$ cat src/hw/rtl/itrc_pkg.sv
// Shared types, constants and helper functions of the IMU tilt and rate converter.
`timescale 1ns / 1ps
`default_nettype none

package itrc_pkg;

  // CORDIC datapath widths: x and y carry the axes scaled by 2^ACC_SHIFT, z is in 2^-16 degree.
  localparam int XW        = 27;
  localparam int ZW        = 27;
  localparam int ACC_SHIFT = 8;
  localparam int ATAN_DEPTH = 24;

  // Half a turn in 2^-16 degree.
  localparam logic signed [ZW-1:0] DEG180 = ZW'(180 * 65536);

  // atan(2^-i) in degrees times 65536, rounded.
  localparam logic [21:0] ATAN_TAB [ATAN_DEPTH] = '{
    22'd2949120, 22'd1740967, 22'd919879, 22'd466945, 22'd234379, 22'd117305,
    22'd58666,   22'd29335,   22'd14668,  22'd7334,   22'd3667,   22'd1833,
    22'd917,     22'd458,     22'd229,    22'd115,    22'd57,     22'd29,
    22'd14,      22'd7,       22'd4,      22'd2,      22'd1,      22'd0
  };

  // Gyro full-scale codes, named after the sensitivity in LSB per deg/s.
  typedef enum logic [1:0] {
    RANGE_131  = 2'd0,
    RANGE_65P5 = 2'd1,
    RANGE_32P8 = 2'd2,
    RANGE_16P4 = 2'd3
  } gyro_range_t;

  // Ceiling reciprocals scaled by 2^32; exact floor division for the numerator widths used here.
  localparam int RECIP_SHIFT = 32;
  localparam int RW          = 27;
  localparam logic [RW-1:0] RECIP_262 = RW'(((64'd1 << 32) + 64'd261) / 64'd262);
  localparam logic [RW-1:0] RECIP_82  = RW'(((64'd1 << 32) + 64'd81) / 64'd82);
  localparam logic [RW-1:0] RECIP_34  = RW'(((64'd1 << 32) + 64'd33) / 64'd34);

  // Output limits.
  localparam logic signed [16:0] RATE_MAX = 17'sd32000;
  localparam logic signed [14:0] TEMP_MIN = -15'sd6000;
  localparam logic signed [14:0] TEMP_MAX = 15'sd13300;

  // One CORDIC lane.
  typedef struct packed {
    logic signed [XW-1:0] x;
    logic signed [XW-1:0] y;
    logic signed [ZW-1:0] z;
    logic                 zero;
  } cordic_lane_t;

  // Rounding numerators and signs of the gyro and temperature divisions.
  typedef struct packed {
    logic [21:0]  gx_num;
    logic [21:0]  gy_num;
    logic [21:0]  gz_num;
    logic         gx_neg;
    logic         gy_neg;
    logic         gz_neg;
    logic [18:0]  t_num;
    logic         t_neg;
    gyro_range_t  range;
  } prep_side_t;

  // Signed quotients before saturation.
  typedef struct packed {
    logic signed [16:0] rate_x;
    logic signed [16:0] rate_y;
    logic signed [16:0] rate_z;
    logic signed [14:0] temp;
  } rate_side_t;

  // Everything that travels down the cell chain with one item.
  typedef struct packed {
    cordic_lane_t roll;
    cordic_lane_t pitch;
    rate_side_t   side;
  } stage_t;

  // Start of a vectoring CORDIC; a negative denominator is turned by half a turn first.
  function automatic cordic_lane_t cordic_init(logic signed [16:0] num, logic signed [15:0] den);
    cordic_lane_t r;
    r.x    = {{(XW-16-ACC_SHIFT){den[15]}}, den, {ACC_SHIFT{1'b0}}};
    r.y    = {{(XW-17-ACC_SHIFT){num[16]}}, num, {ACC_SHIFT{1'b0}}};
    r.z    = '0;
    r.zero = (num == 17'sd0) && (den == 16'sd0);
    if (den[15]) begin
      r.z = num[16] ? -DEG180 : DEG180;
      r.x = -r.x;
      r.y = -r.y;
    end
    return r;
  endfunction

  // One micro-rotation: clockwise while y is not negative.
  function automatic cordic_lane_t cordic_rot(cordic_lane_t a, int unsigned sh,
                                              logic signed [ZW-1:0] ang);
    cordic_lane_t r;
    logic signed [XW-1:0] dx;
    logic signed [XW-1:0] dy;
    dx = $signed(a.y) >>> sh;
    dy = $signed(a.x) >>> sh;
    r  = a;
    if (!a.y[XW-1]) begin
      r.x = a.x + dx;
      r.y = a.y - dy;
      r.z = a.z + ang;
    end else begin
      r.x = a.x - dx;
      r.y = a.y + dy;
      r.z = a.z - ang;
    end
    return r;
  endfunction

  // Magnitude of a raw 16-bit word; the most negative value maps to 32768.
  function automatic logic [15:0] mag16(logic [15:0] v);
    return v[15] ? (16'd0 - v) : v;
  endfunction

  // Reduced rounding numerator 2*160*|g|+s over 2*s, scaled down by the common factor.
  function automatic logic [21:0] gyro_num(logic [15:0] mag, gyro_range_t range);
    logic [21:0] m;
    logic [21:0] n;
    m = 22'(mag);
    unique case (range)
      RANGE_131:  n = (m << 5) + 22'd131;
      RANGE_65P5: n = (m << 6) + 22'd131;
      RANGE_32P8: n = (m << 5) + (m << 3) + 22'd41;
      RANGE_16P4: n = (m << 6) + (m << 4) + 22'd41;
      default:    n = '0;
    endcase
    return n;
  endfunction

endpackage

`default_nettype wire

$ cat src/hw/rtl/itrc_rate_scale.sv
// Reciprocal multipliers that turn the rounding numerators into signed gyro rates and temperature.
`timescale 1ns / 1ps
`default_nettype none

module itrc_rate_scale
  import itrc_pkg::*;
(
  input  var prep_side_t prep,
  output var rate_side_t side
);

  logic [RW-1:0] recip;
  logic [48:0]   prod_x;
  logic [48:0]   prod_y;
  logic [48:0]   prod_z;
  logic [45:0]   prod_t;
  logic [16:0]   qx;
  logic [16:0]   qy;
  logic [16:0]   qz;
  logic [14:0]   qt;

  // Ranges 131 and 65.5 reduce to a divisor of 262, the two finer ranges to 82.
  always_comb begin
    unique case (prep.range)
      RANGE_131, RANGE_65P5: recip = RECIP_262;
      RANGE_32P8, RANGE_16P4: recip = RECIP_82;
      default:               recip = RECIP_262;
    endcase
  end

  // Floor quotients by multiplication with the ceiling reciprocal.
  assign prod_x = 49'(prep.gx_num) * 49'(recip);
  assign prod_y = 49'(prep.gy_num) * 49'(recip);
  assign prod_z = 49'(prep.gz_num) * 49'(recip);
  assign prod_t = 46'(prep.t_num) * 46'(RECIP_34);

  assign qx = {1'b0, prod_x[RECIP_SHIFT +: 16]};
  assign qy = {1'b0, prod_y[RECIP_SHIFT +: 16]};
  assign qz = {1'b0, prod_z[RECIP_SHIFT +: 16]};
  assign qt = {1'b0, prod_t[RECIP_SHIFT +: 14]};

  // Restore the sign; rounding was done on the magnitude, so halves go away from zero.
  assign side.rate_x = prep.gx_neg ? (17'sd0 - $signed(qx)) : $signed(qx);
  assign side.rate_y = prep.gy_neg ? (17'sd0 - $signed(qy)) : $signed(qy);
  assign side.rate_z = prep.gz_neg ? (17'sd0 - $signed(qz)) : $signed(qz);
  assign side.temp   = prep.t_neg  ? (15'sd0 - $signed(qt)) : $signed(qt);

endmodule

`default_nettype wire

$ cat config.mk
export PLATFORM = sky130hd
export DESIGN_NAME = itrc_rate_scale
export DESIGN_NICKNAME = d
export VERILOG_FILES = /design/src/hw/rtl/itrc_pkg.sv /design/src/hw/rtl/itrc_rate_scale.sv
export SDC_FILE = /design/constraint.sdc
export NUM_CORES = 2
export LEC_CHECK = 0
export ABC_CLOCK_PERIOD_IN_PS = 12700
export BUFFER_PORTS_ARGS = -buffer_cell sky130_fd_sc_hd__buf_2
export CORE_ASPECT_RATIO = 0.9
export CORE_MARGIN = 1.5
export CORE_UTILIZATION = 61
export DETAILED_ROUTE_END_ITERATION = 8
export PLACE_DENSITY_LB_ADDON = 0.05
export SYNTH_ARGS = -nofsm -noshare
export SYNTH_HDL_FRONTEND = slang
export SYNTH_SLANG_ARGS = --single-unit
$ cat constraint.sdc
create_clock -name vclk -period 12.7
set_input_delay 1.27 -clock vclk [all_inputs]
set_output_delay 1.27 -clock vclk [all_outputs]
set_load 0.01 [all_outputs]
# Yosys cells after proc, flatten, opt, wreduce, memory -nomap -nowiden
# Index checks and enable logic that the tools add are counted.
[word_totals] word_cells=19 memories=0 latch_bits=0 ff_bits=0 ramBits=0 rom_bits=0 in_bits=91
[classes] eq_ne=3 div_mod_pow=0 n_shift=0 n_mul=4 add_sub_neg=4 reduce_logical=3 order_cmp=0 bitwise=0 n_mux=5
[ops] op="$mul 22x27->48" n=3
[ops] op="$pmux 27 s2" n=1
[ops] op="$mux 17" n=3
[ops] op="$sub 1x16->17 const A" n=3
[ops] op="$mul 19x24->43 const B" n=1
[ops] op="$mux 15" n=1
[ops] op="$sub 1x14->15 const A" n=1
[ops] op="$eq 2x2->1 const B" n=2
[ops] op="$reduce_or 2->1" n=2
[ops] op="$eq 2x1->1 const B" n=1
[ops] op="$logic_not 2->1" n=1

# Depth between registers and ports, before layout
[depth] word_depth=6 ltp_mapped=31

# Least setup slack after synthesis
# No wires, ideal clock.
[synth_path] path_type="input to output" from="in prep[1] (netlist bit)" to="out side[63] (netlist bit)" stages=27 arrival_time_ns=8.617 n_path_buf=3 setup_slack_ns=2.813 t_required_ns=11.430 cell_sequence="clkbuf_1 -> clkbuf_1 -> clkbuf_1 -> nand2_1 -> inv_1 -> fa_1 -> fa_1 -> inv_1 -> fa_1 -> fa_1 -> inv_1 -> fa_1 -> fa_1 -> inv_1 -> fa_1 -> inv_1 -> ha_1 -> nand2_1 -> or4_1 -> a2111oi_0 -> o311ai_0 -> o211ai_1 -> xor2_1 -> a211oi_1 -> nand2_1 -> o31a_1 -> o32ai_1"
[synth_rtl] item="start: declaration" line_no="itrc_rate_scale.sv:8" source="input var prep_side_t prep,"
[synth_rtl] item="end: declaration" line_no="itrc_rate_scale.sv:9" source="output var rate_side_t side"

==> results.cfg <==
[sta]
setup_viol = 0
max_freq_mhz = 89.4
rsz0062_at_grt = no
tightest_slew_ns = 0.976
fin_crit_ns = 11.19
finalMaxSlewViolations = 0
hold_viol = 0
setup-tns-final_ns = 0
slew_headroom_pct = 34.2
post-route-period-util_pct = 88.1

[critical_path]
max_stage_delay_ns = 0.65
required_ns = 11.43
crit_fanout = 85
endpoint = side[31]
critPathLaunchType = input port
startpoint = prep[1]
end_kind = output port
cpMostUsedCell = fa_1
cp_slowest_cell = nor4_1
path_class = input port to output port
worstPathArrival_ns = 9.92

[placement]
io_buffers = 156
place_congestion = 0.951
dpl.hpwl_um = 107000

[finish]
nFlopsAndLatches = 0
multi_input_area_sq_um = 41000
fillCellCount = 6566
clock_buffers = 0
final-seq-area_sq_um = 0
drive_gt1_share_pct = 3.79
nets = 7143
area_growth_pct = 3.93

[route]
via_count = 32500
viasPerCell = 5.33
first_iter_violations = 1716
ant_nets = 0
drc = 0
dr.pass1.iters = 5
wl_per_cell_um = 18.7
totalWireLength_um = 114000

[logic_synthesis]
synth_warnings = 0
synth_top_family_by_area = adder cells
ys_types = 87
syn-cell-area_sq_um = 47100
avgSynthCellArea_sq_um = 9.48
synthAdderAreaFrac_pct = 70.2
synth_seq_area_share_pct = 0
syn_inst = 4965
synthSimpleGateAreaFrac_pct = 6.93
synth_compound_area_share_pct = 6.98
synthXorXnorAreaFrac_pct = 2.25
muxShareOfSynthArea_pct = 0.282

[die]
dieArea_sq_um = 78900
die_w_um = 296
num_rows = 96
initial_core_util_pct = 61.7
pin_count = 157
coreArea_sq_um = 76300
die_y_um = 267

[global_route]
antenna_found_initial = 8
grt_pass1_vias = 34800
grt_use_total_pct = 30.6
grt_pass1_wl_um = 186000
grt_overflow = 0
grt_max_degree = 86

[min_path]
worstHoldStart = prep[22]
hold_class = input port to output port

[clock_network]
cts_hold_buf = 0
cts_setup_buffers = 0
cts_resized = 0

[flow_run]
cap_violations = 0

[status]
status = finished, final reports clean
==> cell usage in the layout, fill, tap and decap left out, types with 10 or more instances in the layout <==
master       n
o211ai_1    19
o21bai_1    14
o31ai_1     18
a21oi_1    152
xnor2_1     83
nor2b_1     13
ha_1       903
a31oi_1     17
or2_2       10
and3_1      21
nor4_1      15
nand3_1     39
inv_1     1563
buf_2      155
nand2_1    269
or4_1       10
o21a_1      24
nand4_1     26
fa_1      1087
nand2b_1    66
a21o_1      33
mux2i_1     11
nor2_1      98
and2_1      23
nor3_1      27
a211oi_1    23
conb_1      42
xor2_1      38
nand3b_1    10
o21ai_0    111
==> routing by layer <==
layer  routed length [um]  share of wire, %  up-vias  GRT usage (%)
met1                53700                47    16100           46.4
met5                   57             0.050        -              0
met2                50000                44      866           47.0
li1                     -                 -    15400              -
met3                 7620               6.7      130           4.78
met4                 2350               2.1       10           5.50
==> worst min path at each step <==
stage / end / depth (start not counted)
2_1_floorplan: side[34] / 2
3_3_place_gp: side[31] / 3
3_5_place_dp: side[31] / 3
4_1_cts: side[31] / 3
5_1_grt: side[31] / 3
6_report: side[31] / 3
==> stage by stage <==
step / hold slack (ns) / instances / util, % / cell area [sq um] / setup WS (ns)
after detailed placement: 2.98 / 6089 / 64.1 / 48900 / 1.60
final: 2.98 / 6092 / 64.1 / 48900 / 1.51
after global placement: 2.98 / 6089 / 64.1 / 48900 / 1.61
after CTS: 2.98 / 6089 / 64.1 / 48900 / 1.54
after floorplan: 2.70 / 5005 / - / 47200 / 2.81
after global routing: 3.01 / 6092 / 64.1 / 48900 / 1.05
==> cells by family after synthesis <==
logic type               after synthesis
XOR/XNOR                             121
AND/OR/NAND/NOR                      663
other                                  2
multiplexers                          13
AO/OA/AOI/OAI                        509
adder cells (fa/ha/maj)             1990
buffers and inverters               1667
==> synth_stat cells (all sizes together), types with 5 or more instances <==
library cell,count,area (sq um)
inv,1563,5870
a211o,7,61.3
clkbuf,101,379
and4,8,70.1
or2,10,62.6
or3,6,37.5
fa,1087,21800
nor2b,13,81.3
nor4,16,106
a211oi,24,185
xor2,38,333
a31oi,18,119
o31ai,19,148
nand2,269,1010
o211ai,19,143
nand3,39,195
nand3b,10,75.1
or4,10,75.1
ha,903,11300
and3,21,131
nor3,28,145
o21bai,15,116
a21o,33,248
o41ai,7,61.3
a221oi,5,43.8
mux2i,11,110
nand2b,66,413
o311ai,5,43.8
and2,23,144
a21oi,153,769
xnor2,83,727
o21a,24,180
nor2,98,368
nand4,28,188
o21ai,116,584
==> final cells by class <==
class              count  area share (%)
multi-input cells   3338            83.7
inverters           1563            12.0
well taps           1029            2.63
repair buffers       159            1.65
diodes                 3          0.0153
==> worst max-delay path, delay by kind of cell <==
kind                     cells  cell delay [ns]
AND/OR/NAND/NOR              8             2.50
buffers and inverters        6             1.48
adder cells (fa/ha/maj)      8             3.68
XOR/XNOR                     1             0.27
AO/OA/AOI/OAI                3             0.69
Power is left out: the tool's default activity adds up to more than one toggle a clock period on the data nets, which glitch-free logic cannot reach.
